$ cat config.mk
export PLATFORM = sky130hd
export DESIGN_NAME = waveform_peak_pyramid_flat
export DESIGN_NICKNAME = d
export VERILOG_FILES = /design/src/hw/rtl/wpp_pkg.sv /design/src/hw/rtl/wpp_req_if.sv /design/src/hw/rtl/wpp_rsp_if.sv /design/src/hw/rtl/wpp_queue.sv /design/src/hw/rtl/wpp_front.sv /design/src/hw/rtl/wpp_back.sv /design/src/hw/rtl/waveform_peak_pyramid.sv /design/src/flat_wrapper.sv
export VERILOG_INCLUDE_DIRS = /design/src /design/src/hw/rtl
export SDC_FILE = /design/constraint.sdc
export NUM_CORES = 1
export LEC_CHECK = 0
export BUFFER_PORTS_ARGS = -buffer_cell sky130_fd_sc_hd__buf_2
export CAP_MARGIN = 20
export CORE_AREA = 2 2 130 258
export CTS_BUF_LIST = sky130_fd_sc_hd__clkbuf_4
export CTS_CLUSTER_DIAMETER = 40
export DETAILED_ROUTE_END_ITERATION = 16
export DIE_AREA = 0 0 132 260
export PLACE_DENSITY = 0.91
export SKIP_LAST_GASP = 1
export SLEW_MARGIN = 20
export SYNTH_ARGS = -nofsm -noshare
export SYNTH_HDL_FRONTEND = slang
export SYNTH_SLANG_ARGS = --single-unit
$ cat constraint.sdc
create_clock -name clock -period 16.1 [get_ports clock]
set_input_delay 4.83 -clock clock [delete_from_list [all_inputs] [get_ports clock]]
set_output_delay 4.83 -clock clock [all_outputs]
set_load 0.02 [all_outputs]
$ cat src/hw/rtl/waveform_peak_pyramid_defines.svh
// Assertion macros shared by the pyramid RTL.
// Every user module has ports named clock and reset.
`ifndef WAVEFORM_PEAK_PYRAMID_DEFINES_SVH
`define WAVEFORM_PEAK_PYRAMID_DEFINES_SVH

// Same-cycle implication.
`define WPP_ASSERT_NOW(name, ante, cons, msg) \
   name: assert property (@(posedge clock) disable iff (reset) (ante) |-> (cons)) \
      else $error(msg);

// Next-cycle implication.
`define WPP_ASSERT_NEXT(name, ante, cons, msg) \
   name: assert property (@(posedge clock) disable iff (reset) (ante) |=> (cons)) \
      else $error(msg);

`endif

$ cat src/hw/rtl/wpp_pkg.sv
package wpp_pkg;

   localparam int LEVEL_BITS  = 3;
   localparam int QUEUE_DEPTH = 4;

   typedef struct packed {
      logic not_empty;
      logic not_full;
   } queue_status_type;

endpackage

$ cat src/hw/rtl/wpp_req_if.sv
interface wpp_req_if #(
   parameter int SAMPLE_BITS = 16
);
   logic                          valid;
   logic                          ready;
   logic signed [SAMPLE_BITS-1:0] left_sample;
   logic signed [SAMPLE_BITS-1:0] right_sample;
   logic                          final_pair;

   modport source (
      output valid, left_sample, right_sample, final_pair,
      input  ready
   );

   modport sink (
      input  valid, left_sample, right_sample, final_pair,
      output ready
   );
endinterface

$ cat src/hw/rtl/wpp_rsp_if.sv
interface wpp_rsp_if #(
   parameter int SAMPLE_BITS = 16
);
   logic                              valid;
   logic                              ready;
   logic [wpp_pkg::LEVEL_BITS-1:0]    level;
   logic signed [SAMPLE_BITS-1:0]     peak_min;
   logic [SAMPLE_BITS-2:0]            peak_max;
   logic                              last_of_run;
   logic                              stream_done;

   modport source (
      output valid, level, peak_min, peak_max, last_of_run, stream_done,
      input  ready
   );

   modport sink (
      input  valid, level, peak_min, peak_max, last_of_run, stream_done,
      output ready
   );
endinterface

$ cat src/hw/rtl/wpp_queue.sv
`include "waveform_peak_pyramid_defines.svh"

module wpp_queue #(
   parameter int WIDTH = 32
) (
   input  logic                      clock,
   input  logic                      reset,
   input  logic                      push,
   input  logic [WIDTH-1:0]          push_data,
   input  logic                      pop,
   output logic [WIDTH-1:0]          head_data,
   output wpp_pkg::queue_status_type status
);

   localparam int PTR_W = $clog2(wpp_pkg::QUEUE_DEPTH);
   localparam int CNT_W = $clog2(wpp_pkg::QUEUE_DEPTH + 1);

   logic [WIDTH-1:0] slot_ff [wpp_pkg::QUEUE_DEPTH];
   logic [PTR_W-1:0] wr_ptr_ff;
   logic [PTR_W-1:0] rd_ptr_ff;
   logic [CNT_W-1:0] count_ff;
   logic [CNT_W-1:0] count_in;

   always_comb begin
      count_in = count_ff;
      if (push && !pop) begin
         count_in = CNT_W'(count_ff + 1'b1);
      end else if (pop && !push) begin
         count_in = CNT_W'(count_ff - 1'b1);
      end
   end

   always_ff @(posedge clock) begin
      if (reset) begin
         wr_ptr_ff <= '0;
         rd_ptr_ff <= '0;
         count_ff  <= '0;
      end else begin
         if (push) begin
            wr_ptr_ff <= PTR_W'(wr_ptr_ff + 1'b1);
         end
         if (pop) begin
            rd_ptr_ff <= PTR_W'(rd_ptr_ff + 1'b1);
         end
         count_ff <= count_in;
      end
   end

   always_ff @(posedge clock) begin
      if (push) begin
         slot_ff[wr_ptr_ff] <= push_data;
      end
   end

   assign head_data        = slot_ff[rd_ptr_ff];
   assign status.not_empty = (count_ff != '0);
   assign status.not_full  = (count_ff != CNT_W'(wpp_pkg::QUEUE_DEPTH));

   `WPP_ASSERT_NOW(a_no_push_when_full, push, count_ff != CNT_W'(wpp_pkg::QUEUE_DEPTH), "queue overflow")
   `WPP_ASSERT_NOW(a_no_pop_when_empty, pop, count_ff != '0, "queue underflow")

endmodule

$ cat src/hw/rtl/wpp_front.sv
module wpp_front #(
   parameter int BASE_GROUP  = 32,
   parameter int SAMPLE_BITS = 16
) (
   input  logic                      clock,
   input  logic                      reset,
   wpp_req_if.sink                   req,
   input  wpp_pkg::queue_status_type q_status,
   output logic                      q_push,
   output logic [2*SAMPLE_BITS-1:0]  q_data
);

   localparam int BASE_W = $clog2(BASE_GROUP);

   logic [BASE_W-1:0]             base_fill_ff;
   logic signed [SAMPLE_BITS-1:0] base_min_ff;
   logic [SAMPLE_BITS-2:0]        base_max_ff;

   logic                          accept;
   logic                          group_end;
   logic signed [SAMPLE_BITS-1:0] pair_min;
   logic signed [SAMPLE_BITS-1:0] pair_max;
   logic signed [SAMPLE_BITS-1:0] min_in;
   logic [SAMPLE_BITS-2:0]        max_in;

   assign req.ready = q_status.not_full;
   assign accept    = req.valid && req.ready;
   assign group_end = (base_fill_ff == BASE_W'(BASE_GROUP - 1)) || req.final_pair;

   always_comb begin
      pair_min = (req.left_sample < req.right_sample) ? req.left_sample : req.right_sample;
      pair_max = (req.left_sample > req.right_sample) ? req.left_sample : req.right_sample;
      min_in   = (pair_min < base_min_ff) ? pair_min : base_min_ff;
      // accumulator max is nonnegative; a negative pair max never wins
      if (!pair_max[SAMPLE_BITS-1] && (pair_max[SAMPLE_BITS-2:0] > base_max_ff)) begin
         max_in = pair_max[SAMPLE_BITS-2:0];
      end else begin
         max_in = base_max_ff;
      end
   end

   assign q_push = accept && group_end;
   assign q_data = {req.final_pair, min_in, max_in};

   always_ff @(posedge clock) begin
      if (reset) begin
         base_fill_ff <= '0;
         base_min_ff  <= '0;
         base_max_ff  <= '0;
      end else if (accept) begin
         if (group_end) begin
            base_fill_ff <= '0;
            base_min_ff  <= '0;
            base_max_ff  <= '0;
         end else begin
            base_fill_ff <= BASE_W'(base_fill_ff + 1'b1);
            base_min_ff  <= min_in;
            base_max_ff  <= max_in;
         end
      end
   end

endmodule

$ cat src/hw/rtl/wpp_back.sv
`include "waveform_peak_pyramid_defines.svh"

module wpp_back #(
   parameter int FANOUT       = 8,
   parameter int UPPER_LEVELS = 5,
   parameter int SAMPLE_BITS  = 16
) (
   input  logic                      clock,
   input  logic                      reset,
   input  wpp_pkg::queue_status_type q_status,
   input  logic [2*SAMPLE_BITS-1:0]  q_head,
   output logic                      q_pop,
   wpp_rsp_if.source                 rsp
);

   localparam int LVL_W  = $clog2(UPPER_LEVELS + 1);
   localparam int IDX_W  = (UPPER_LEVELS > 1) ? $clog2(UPPER_LEVELS) : 1;
   localparam int FILL_W = $clog2(FANOUT);

   // upper level k is kept at index k-1
   logic signed [SAMPLE_BITS-1:0] up_min_ff  [UPPER_LEVELS];
   logic [SAMPLE_BITS-2:0]        up_max_ff  [UPPER_LEVELS];
   logic [FILL_W-1:0]             up_fill_ff [UPPER_LEVELS];
   logic [UPPER_LEVELS-1:0]       live_ff;

   logic                          busy_ff;
   logic [LVL_W-1:0]              carry_lvl_ff;
   logic signed [SAMPLE_BITS-1:0] carry_min_ff;
   logic [SAMPLE_BITS-2:0]        carry_max_ff;
   logic                          carry_fin_ff;

   logic                          rsp_valid_ff;
   logic [LVL_W-1:0]              rsp_lvl_ff;
   logic signed [SAMPLE_BITS-1:0] rsp_min_ff;
   logic [SAMPLE_BITS-2:0]        rsp_max_ff;
   logic                          rsp_last_ff;
   logic                          rsp_done_ff;

   logic                          src_valid;
   logic [LVL_W-1:0]              src_lvl;
   logic signed [SAMPLE_BITS-1:0] src_min;
   logic [SAMPLE_BITS-2:0]        src_max;
   logic                          src_fin;
   logic                          out_free;
   logic                          fire;
   logic                          has_up;
   logic [IDX_W-1:0]              idx;
   logic signed [SAMPLE_BITS-1:0] sel_min;
   logic [SAMPLE_BITS-2:0]        sel_max;
   logic [FILL_W-1:0]             sel_fill;
   logic                          sel_live;
   logic signed [SAMPLE_BITS-1:0] fold_min;
   logic [SAMPLE_BITS-2:0]        fold_max;
   logic                          cont;

   always_comb begin
      if (busy_ff) begin
         src_valid = 1'b1;
         src_lvl   = carry_lvl_ff;
         src_min   = carry_min_ff;
         src_max   = carry_max_ff;
         src_fin   = carry_fin_ff;
      end else begin
         src_valid = q_status.not_empty;
         src_lvl   = '0;
         src_min   = q_head[2*SAMPLE_BITS-2:SAMPLE_BITS-1];
         src_max   = q_head[SAMPLE_BITS-2:0];
         src_fin   = q_head[2*SAMPLE_BITS-1];
      end
   end

   assign out_free = !rsp_valid_ff || rsp.ready;
   assign fire     = src_valid && out_free;
   assign q_pop    = fire && !busy_ff;
   assign has_up   = (src_lvl < LVL_W'(UPPER_LEVELS));
   assign idx      = src_lvl[IDX_W-1:0];

   always_comb begin
      sel_min  = '0;
      sel_max  = '0;
      sel_fill = '0;
      sel_live = 1'b0;
      if (has_up) begin
         sel_min  = up_min_ff[idx];
         sel_max  = up_max_ff[idx];
         sel_fill = up_fill_ff[idx];
         sel_live = live_ff[idx];
      end
      fold_min = (src_min < sel_min) ? src_min : sel_min;
      fold_max = (src_max > sel_max) ? src_max : sel_max;
      // climb when the parent group fills, or during a flush when the parent
      // is live (it now holds at least this entry)
      cont = has_up && ((sel_fill == FILL_W'(FANOUT - 1)) || (src_fin && sel_live));
   end

   always_ff @(posedge clock) begin
      if (reset) begin
         busy_ff      <= 1'b0;
         rsp_valid_ff <= 1'b0;
         live_ff      <= '0;
         for (int k = 0; k < UPPER_LEVELS; k++) begin
            up_min_ff[k]  <= '0;
            up_max_ff[k]  <= '0;
            up_fill_ff[k] <= '0;
         end
      end else begin
         if (fire) begin
            rsp_valid_ff <= 1'b1;
         end else if (rsp.ready) begin
            rsp_valid_ff <= 1'b0;
         end
         if (fire) begin
            busy_ff <= cont;
            // end of a flush: the whole pyramid starts over
            if (src_fin && !cont) begin
               live_ff <= '0;
               for (int k = 0; k < UPPER_LEVELS; k++) begin
                  up_min_ff[k]  <= '0;
                  up_max_ff[k]  <= '0;
                  up_fill_ff[k] <= '0;
               end
            end else if (has_up) begin
               if (cont) begin
                  up_min_ff[idx]  <= '0;
                  up_max_ff[idx]  <= '0;
                  up_fill_ff[idx] <= '0;
                  live_ff[idx]    <= 1'b1;
               end else begin
                  up_min_ff[idx]  <= fold_min;
                  up_max_ff[idx]  <= fold_max;
                  up_fill_ff[idx] <= FILL_W'(sel_fill + 1'b1);
               end
            end
         end
      end
   end

   always_ff @(posedge clock) begin
      if (fire) begin
         rsp_lvl_ff  <= src_lvl;
         rsp_min_ff  <= src_min;
         rsp_max_ff  <= src_max;
         rsp_last_ff <= !cont;
         rsp_done_ff <= src_fin && !cont;
      end
      if (fire && cont) begin
         carry_lvl_ff <= LVL_W'(src_lvl + 1'b1);
         carry_min_ff <= fold_min;
         carry_max_ff <= fold_max;
         carry_fin_ff <= src_fin;
      end
   end

   assign rsp.valid       = rsp_valid_ff;
   assign rsp.level       = wpp_pkg::LEVEL_BITS'(rsp_lvl_ff);
   assign rsp.peak_min    = rsp_min_ff;
   assign rsp.peak_max    = rsp_max_ff;
   assign rsp.last_of_run = rsp_last_ff;
   assign rsp.stream_done = rsp_done_ff;

   `WPP_ASSERT_NOW(a_done_ends_run, rsp_valid_ff && rsp_done_ff, rsp_last_ff, "stream_done without last_of_run")
   `WPP_ASSERT_NOW(a_carry_above_base, busy_ff, carry_lvl_ff != '0, "carry at base level")
   `WPP_ASSERT_NEXT(a_flush_clears_live, fire && src_fin && !cont, live_ff == '0, "levels live after flush")

endmodule

$ cat src/hw/rtl/waveform_peak_pyramid.sv
// Channel   Dir   Payload                                             Accepted when
// req       in    left_sample, right_sample, final_pair               req.valid && req.ready
// rsp       out   level, peak_min, peak_max, last_of_run, stream_done rsp.valid && rsp.ready
//
// One sample pair is accepted per cycle while the 4-entry group queue has room.
// The result side emits one pyramid entry per cycle while rsp is not stalled; a group plus
// its upward cascade or flush gives up to UPPER_LEVELS+1 entries.
// Sustained input rate is one pair per cycle unless entries arrive faster than
// the result side drains them, in which case req.ready drops while the queue is full.
// Synchronous reset clears pointers, counts, flags and accumulators; no clearing pass.
// A stalled rsp holds its entry in the output register and halts the cascade and queue pops.
module waveform_peak_pyramid #(
   parameter int BASE_GROUP   = 32,
   parameter int FANOUT       = 8,
   parameter int UPPER_LEVELS = 5,
   parameter int SAMPLE_BITS  = 16
) (
   input  logic      clock,
   input  logic      reset,
   wpp_req_if.sink   req,
   wpp_rsp_if.source rsp
);

   wpp_pkg::queue_status_type q_status;
   logic                      q_push;
   logic                      q_pop;
   logic [2*SAMPLE_BITS-1:0]  q_data;
   logic [2*SAMPLE_BITS-1:0]  q_head;

   wpp_front #(
      .BASE_GROUP  (BASE_GROUP),
      .SAMPLE_BITS (SAMPLE_BITS)
   ) u_front (
      .clock    (clock),
      .reset    (reset),
      .req      (req),
      .q_status (q_status),
      .q_push   (q_push),
      .q_data   (q_data)
   );

   wpp_queue #(
      .WIDTH (2*SAMPLE_BITS)
   ) u_queue (
      .clock     (clock),
      .reset     (reset),
      .push      (q_push),
      .push_data (q_data),
      .pop       (q_pop),
      .head_data (q_head),
      .status    (q_status)
   );

   wpp_back #(
      .FANOUT       (FANOUT),
      .UPPER_LEVELS (UPPER_LEVELS),
      .SAMPLE_BITS  (SAMPLE_BITS)
   ) u_back (
      .clock    (clock),
      .reset    (reset),
      .q_status (q_status),
      .q_head   (q_head),
      .q_pop    (q_pop),
      .rsp      (rsp)
   );

endmodule

$ cat src/flat_wrapper.sv
// flat-port wrapper written by rule: the top's interface ports become plain ports
module waveform_peak_pyramid_flat 
#(
   parameter int BASE_GROUP   = 32,
   parameter int FANOUT       = 8,
   parameter int UPPER_LEVELS = 5,
   parameter int SAMPLE_BITS  = 16
)
  (clock, reset, req_valid, req_left_sample, req_right_sample, req_final_pair, req_ready, rsp_valid, rsp_level, rsp_peak_min, rsp_peak_max, rsp_last_of_run, rsp_stream_done, rsp_ready);
  wpp_req_if #(.SAMPLE_BITS(SAMPLE_BITS)) req_i ();
  wpp_rsp_if #(.SAMPLE_BITS(SAMPLE_BITS)) rsp_i ();
  input  logic clock;
  input  logic reset;
  input wire logic [$bits(req_i.valid)-1:0] req_valid;
  input wire logic [$bits(req_i.left_sample)-1:0] req_left_sample;
  input wire logic [$bits(req_i.right_sample)-1:0] req_right_sample;
  input wire logic [$bits(req_i.final_pair)-1:0] req_final_pair;
  output wire logic [$bits(req_i.ready)-1:0] req_ready;
  output wire logic [$bits(rsp_i.valid)-1:0] rsp_valid;
  output wire logic [$bits(rsp_i.level)-1:0] rsp_level;
  output wire logic [$bits(rsp_i.peak_min)-1:0] rsp_peak_min;
  output wire logic [$bits(rsp_i.peak_max)-1:0] rsp_peak_max;
  output wire logic [$bits(rsp_i.last_of_run)-1:0] rsp_last_of_run;
  output wire logic [$bits(rsp_i.stream_done)-1:0] rsp_stream_done;
  input wire logic [$bits(rsp_i.ready)-1:0] rsp_ready;
  assign req_i.valid = req_valid;
  assign req_i.left_sample = req_left_sample;
  assign req_i.right_sample = req_right_sample;
  assign req_i.final_pair = req_final_pair;
  assign req_ready = req_i.ready;
  assign rsp_valid = rsp_i.valid;
  assign rsp_level = rsp_i.level;
  assign rsp_peak_min = rsp_i.peak_min;
  assign rsp_peak_max = rsp_i.peak_max;
  assign rsp_last_of_run = rsp_i.last_of_run;
  assign rsp_stream_done = rsp_i.stream_done;
  assign rsp_i.ready = rsp_ready;
  waveform_peak_pyramid #(.BASE_GROUP(BASE_GROUP), .FANOUT(FANOUT), .UPPER_LEVELS(UPPER_LEVELS), .SAMPLE_BITS(SAMPLE_BITS)) u_core (.clock(clock), .reset(reset), .req(req_i), .rsp(rsp_i));
endmodule
[After elaboration in Yosys (flattened, before gate mapping)]
Memories as Yosys holds them, arrays and structs flattened. A register that Yosys moved wholly into a read port is not among the register bits.
Cells that the tools add are included.
Word-level totals
  register bits after elaboration: 121
  bits in writable memories: 298
  input bits: 37
  output and inout bits: 38
  memories: 4
Memory list
  u_core.u_queue.slot_ff: depth 4, bits a word 32, read ports 1, clocked after Yosys merged registers in 1, wr ports 1, RTL line wpp_queue.sv:18  | logic [WIDTH-1:0] slot_ff [wpp_pkg::QUEUE_DEPTH];
  u_core.u_back.up_min_ff: depth 5, bits a word 16, read ports 1, clocked after Yosys merged registers in 0, wr ports 5, RTL line wpp_back.sv:21  | logic signed [SAMPLE_BITS-1:0] up_min_ff [UPPER_LEVELS];
  u_core.u_back.up_max_ff: depth 5, bits a word 15, read ports 1, clocked after Yosys merged registers in 0, wr ports 5, RTL line wpp_back.sv:22  | logic [SAMPLE_BITS-2:0] up_max_ff [UPPER_LEVELS];
  u_core.u_back.up_fill_ff: depth 5, bits a word 3, read ports 1, clocked after Yosys merged registers in 0, wr ports 5, RTL line wpp_back.sv:23  | logic [FILL_W-1:0] up_fill_ff [UPPER_LEVELS];
Operators by class
  add/sub/neg operators: 7
  magnitude comparators: 9
  equal/unequal tests: 3
  muxes and demuxes: 78
  bitwise operators: 19
  reduce and logical (&&, ||, !) cells: 30
Operator list (count)
  2-to-1 mux 16 bit: 14
  2-to-1 mux 15 bit: 12
  less-than comparator 16 bit: 3
  2-to-1 mux 3 bit: 14
  greater-than comparator 15 bit: 2
  2-to-1 mux 1 bit: 30
  2-to-1 mux 5 bit: 4
  OR 1 bit: 18
  greater-than comparator 16 bit: 1
  OR reduction 16 bit: 1
  OR reduction 15 bit: 1
  logical AND 1 bit: 12
  adder 3 x 1 -> 3 bit (second input constant): 3
  nonzero test 2 bit: 4
  zero test 1 bit: 6
  adder 5 x 1 -> 5 bit (second input constant): 1
  equality test 5 bit (second input constant): 1
  OR 5 bit: 1
  adder 2 x 1 -> 2 bit (second input constant): 2
  less-than comparator 3 x 4 -> 1 bit (second input constant): 1
  2-to-1 mux 2 bit: 2
  binary-select mux 1 bit (select 3 bit): 1
  demux 1 bit (select 3 bit): 1
  equality test 3 bit (second input constant): 1
  other kinds (8): 10

[Depth between registers and ports, before layout]
  word-level depth: 16
  mapped depth: 20

[Hierarchy]
Synthesis repeated with hierarchy kept, for this count alone.
Unflattened totals
  cell total of the unflattened synthesis: 1719
  area total of the unflattened synthesis: 21453.1 µm²
Modules (own cells, without submodules)
  wpp_back: instances 1, cells each 1028, area each 12255.5 µm², sequential area each 7377.1 µm²
  wpp_queue: instances 1, cells each 212, area each 5088.6 µm², sequential area each 4023.9 µm²
  wpp_front: instances 1, cells each 479, area each 4108.9 µm², sequential area each 720.7 µm²

[Worst setup path before layout]
No wires, ideal clock.
  path type: input to register
  from: in req_right_sample[15]
  to: mem u_core.u_queue.slot_ff[0][25], data pin
  arrival time: 8.941 ns
  data required time: 15.921 ns
  setup slack: 6.980 ns
  stages: 20
  path buffers: 2
  cells stage by stage: inv_1 > ha_1 > inv_1 > a21oi_1 > a211oi_2 > nand3_1 > xnor2_2 > buf_2 > mux2i_1 > inv_1 > ha_1 > a21o_1 > a21o_1 > a21o_1 > a2111oi_0 > nor3_1 > a2bb2oi_2 > clkbuf_1 > nor2_1 > a21oi_1
Between the ends
  cells in the longest elaborated chain, start to end: 4
Ends and longest elaborated chain
  start, declared: RTL line flat_wrapper.sv:16  | input wire logic [$bits(req_i.right_sample)-1:0] req_right_sample;
  less-than comparator 16 bit: RTL line wpp_front.sv:31  | pair_min = (req.left_sample < req.right_sample) ? req.left_sample : req.right_sample;
  2-to-1 mux 16 bit *: RTL line wpp_front.sv:31
  less-than comparator 16 bit: RTL line wpp_front.sv:33  | min_in = (pair_min < base_min_ff) ? pair_min : base_min_ff;
  2-to-1 mux 16 bit *: RTL line wpp_front.sv:33
  named net u_core.q_data[25]: RTL line waveform_peak_pyramid.sv:27  | logic [2*SAMPLE_BITS-1:0] q_data;
  end, declared: RTL line wpp_queue.sv:18
Mark *: on every way through the listed nets, which the timed path passes. The rest lies on a longest branch.

[Final worst setup path]
  from: in req_right_sample[11]
  to: reg u_core.u_front.base_min_ff[4]
Between the ends
  cells in the longest elaborated chain, start to end: 5
Ends and longest elaborated chain
  less-than comparator 16 bit: RTL line wpp_front.sv:31
  2-to-1 mux 16 bit *: RTL line wpp_front.sv:31
  less-than comparator 16 bit: RTL line wpp_front.sv:33
  2-to-1 mux 16 bit *: RTL line wpp_front.sv:33
  2-to-1 mux 16 bit *: RTL line wpp_front.sv:51  | if (group_end) begin
  end signal, assigned: RTL line wpp_front.sv:57  | base_min_ff <= min_in;
  end, declared: RTL line wpp_front.sv:16  | logic signed [SAMPLE_BITS-1:0] base_min_ff;
Mark *: on every way between the ends. The rest lies on a longest branch, timed or not.
A chain may end at the register's enable or synchronous reset.

==> results.yml <==
global_routing:
  grt_pass1_vias: 14970
  met2_usage_pct: 54.05
  globalRouteOverflowTotal: 0
  top_usage_layer: "met2"
  grtUsageMet3_pct: 5.770
  grt_pass1_wl_um: 77880
  grt_max_degree: 51
  grt_use_met1_pct: 29.47
  track_usage_pct: 29.57
  antenna_found_initial: 2
place:
  gp_congestion: 0.9358
  place_ws_ps: 6092
  io_buffers: 74
  dpl.cell_count: 2076
  dp_hpwl_um: 32510
  postPlaceCellArea_um2: 20900
power_and_ir_drop:
  p_clk_share_pct: 19.0
  powerDensity_nw_per_um2: 183.1
  switching_share_pct: 38.55
  p_leak_nw: 8.791
  p_comb_share_pct: 40.5
  fin_total_pwr_mw: 4.024
  vdd_ir_drop_max_mv: 0.09206
  p_sw_mw: 1.551
  p_seq_share_pct: 40.5
  p_int_mw: 2.472
job:
  cap_viol_max_count: 0
route:
  dr_total_vias: 14110
  routedWlPerCell_um: 22.53
  drt-total-wl_um: 50200
  final_antenna_net_count: 0
  drt_iter0_drc: 1287
  viasPerCell: 6.332
  dr.pass1.iters: 12
  drc: 0
critical_path:
  cp_slowest_stage_delay_ps: 520
  critPathSlowestCell: "nand3b_1"
  cp_common_cell: "a21o_1"
  required_ps: 16760
  end_kind: "register"
  path_cells: "buf_2 -> inv_1 -> ha_1 -> a21oi_1 -> o21ai_0 -> a211oi_2 -> nand3_1 -> xnor2_2 -> buf_4 -> mux2i_1 -> inv_1 -> ha_1 -> a21o_1 -> a21o_1 -> a21o_1 -> a2111oi_0 -> nor3_1 -> a2bb2oi_2 -> buf_4 -> nand3b_1 -> o32ai_1"
  crit_arrival_ps: 9910
  start_kind: "primary input"
  path_max_fanout: 34
  critical_path_class: "in2reg"
synthesis:
  ys_warn_count: 0
  syn_area_um2: 20040
  syn_nets: 1753
  ys_types: 69
  ys_async_sr_fraction_pct: 0
  synthCells: 1629
  synth_seq_area_share_pct: 60.64
  ys_ff_latch: 422
  synth_flop_cell: "edfxtp_1"
  avgSynthCellArea_um2: 12.30
  synth_edf_count: 370
sta:
  rsz0062_at_grt: "false"
  setup_viol: 0
  post-route-worst-setup-slack_ps: 6849
  fin_crit_ps: 9251
  report.final.slew_viol_count: 0
  worst_pin_slew_ps: 993.0
  fin_skew_ps: 50.17
  final.setup.tns_ps: 0
  hold_slack_ps: 478.9
  hold_violations: 0
  maxSlewHeadroom_pct: 33.80
  max_freq_ghz: 0.1081
  finalCritPeriodShare_pct: 57.46
cts:
  insertion_delay_ps: 790
  clk_pin_slew_ps: 70
  cts_max_level: 3
  clockBufferDepth: 3
  cts_resized: 0
  cts-root-buf: "clkbuf_4"
  cts_hold_buf: 0
  cts.sinks: 422
  cts_tree: "done"
  postCtsSetupRepairBufs: 0
  cts-buffers-inserted: 84
final_layout:
  final_area_um2: 21970
  finalNonFillerCells: 2228
  drive_gt1_share_pct: 19.83
  nets: 1859
  finish.utilization_pct: 68.18
  areaGrowthSynthToFinish_pct: 9.666
run_status:
  status: "completed"
floorplan:
  fp.dieH_um: 260
  ios: 75
  die_w_um: 132
  die_area_um2: 34320
  core_um2: 32230
  rows: 93
  start_util_pct: 62.17
hold_path:
  min_path_type: "reg2reg"
-- cells in the mapped netlist (11+ instances only) --
master,instances,area (µm²)
nand4_1,26,162.7
clkbuf_1,57,214.0
o32ai_1,16,140.1
mux2i_1,61,610.6
nor2_1,258,968.4
nor3_1,22,110.1
and3_1,18,112.6
ha_1,86,1076
mux4_2,32,720.7
buf_1,11,41.29
o21ai_0,52,260.3
a21o_1,21,157.7
inv_1,139,521.8
nand2_1,91,341.6
nand2b_1,17,106.4
a221oi_1,13,113.9
mux2_2,47,529.3
a21oi_1,92,460.4
edfxtp_1,370,11110
buf_2,14,70.07
o22ai_1,17,106.4
dfxtp_1,52,1041
-- final cells by class --
type	instances	area, µm²
inverters	139	521.8
diodes	1	2.502
fillers	2123	10260
multi-input cells	983	7089
repair buffers	105	603.1
well taps	427	534.3
clock buffers	122	915.9
clock inverters	29	155.1
flip-flops and latches	422	12150
-- critical path: cells and delay by family --
family / cells / cell delay (ps)
compound gates: 9 / 2010
xor+xnor: 1 / 230
fa+ha+maj: 2 / 640
buf+inv: 5 / 820
mux: 1 / 420
simple gates: 3 / 960
-- kinds of logic after synthesis --
group	count (synthesis)	share of synthesized area [%]
AO/OA/AOI/OAI	256	8.217
buffers and inverters	224	4.396
other	1	0.01871
multiplexers	160	10.53
XOR/XNOR	7	0.3435
flip-flops	422	60.64
AND/OR/NAND/NOR	472	10.38
adder cells (fa/ha/maj)	87	5.470
-- layout by cell type (no fill, tap or decap), types with 4 or more instances in the layout --
cell and count:
o22ai_1 17, clkinv_2 5, and3_1 18, buf_2 74, mux2_2 47, a21oi_1 92
o21ai_4 5, nor3_1 22, a211oi_1 4, o221ai_1 4, or3_1 4, nand3_1 9
mux4_2 32, o32ai_1 16, inv_1 138, ha_1 86, a221oi_1 13, nand2_1 89
clkbuf_4 122, mux2_1 10, a31oi_1 6, and2_1 5, nand4_1 26, mux2i_2 10
edfxtp_1 370, o21ai_0 47, nor2_1 256, clkinv_1 18, dfxtp_1 51, nor2b_1 4
a21o_1 21, buf_4 31, mux2i_1 61, nand2b_1 17
-- per-layer routing --
layer | vias to the layer above | part of all wire, %
met5 | - | 0.026
met2 | 927 | 54
met1 | 6725 | 31
li1 | 6206 | -
met3 | 248 | 8.5
met4 | 2 | 6.8
-- registers in the layout, indices dropped and copies added (netlist names), named ones only --
| register | cells |
|---|---|
| u_core.u_front.base_fill_ff | 5 |
| u_core.u_front.base_max_ff | 15 |
| u_core.u_back.carry_max_ff | 15 |
| u_core.u_queue.count_ff | 3 |
| u_core.u_back.rsp.peak_min | 16 |
| u_core.u_back.rsp.peak_max | 15 |
| u_core.u_back.rsp.stream_done | 1 |
| u_core.u_back.carry_lvl_ff | 3 |
| u_core.u_back.busy_ff | 1 |
| u_core.u_back.up_max_ff | 76 |
| u_core.u_queue.wr_ptr_ff | 2 |
| u_core.u_queue.slot_ff | 128 |
| u_core.u_back.carry_fin_ff | 1 |
| u_core.u_back.rsp.level | 3 |
| u_core.u_back.live_ff | 5 |
| u_core.u_front.base_min_ff | 16 |
| u_core.u_back.up_min_ff | 80 |
| u_core.u_back.up_fill_ff | 15 |
| u_core.u_back.rsp.last_of_run | 1 |
| u_core.u_back.rsp.valid | 1 |
| u_core.u_back.carry_min_ff | 16 |
| u_core.u_queue.rd_ptr_ff | 2 |
-- worst paths after layout --
check	from	end	slack, ps	cells after the start
setup / recovery	req_right_sample[11]	u_core.u_front.base_min_ff[4]	6850	21
hold / removal	u_core.u_back.live_ff[1]	u_core.u_back.live_ff[1]	480	2
hold reg to reg	u_core.u_back.live_ff[1]	u_core.u_back.live_ff[1]	480	2
setup reg to reg	u_core.u_back.carry_lvl_ff[0]	u_core.u_back.carry_min_ff[2]	10460	14
-- power by group through the flow --
stage          Clock (mW)  Sequential (mW)  Combinational, mW
6_report            0.764             1.63               1.63
5_1_grt             0.812             1.65               1.74
4_1_cts             0.770             1.63               1.60
3_5_place_dp            0             1.65               1.58
3_3_place_gp            0             1.63               1.51
2_1_floorplan           0             1.71               1.07
No activity file was read; power rests on OpenSTA's default activity.
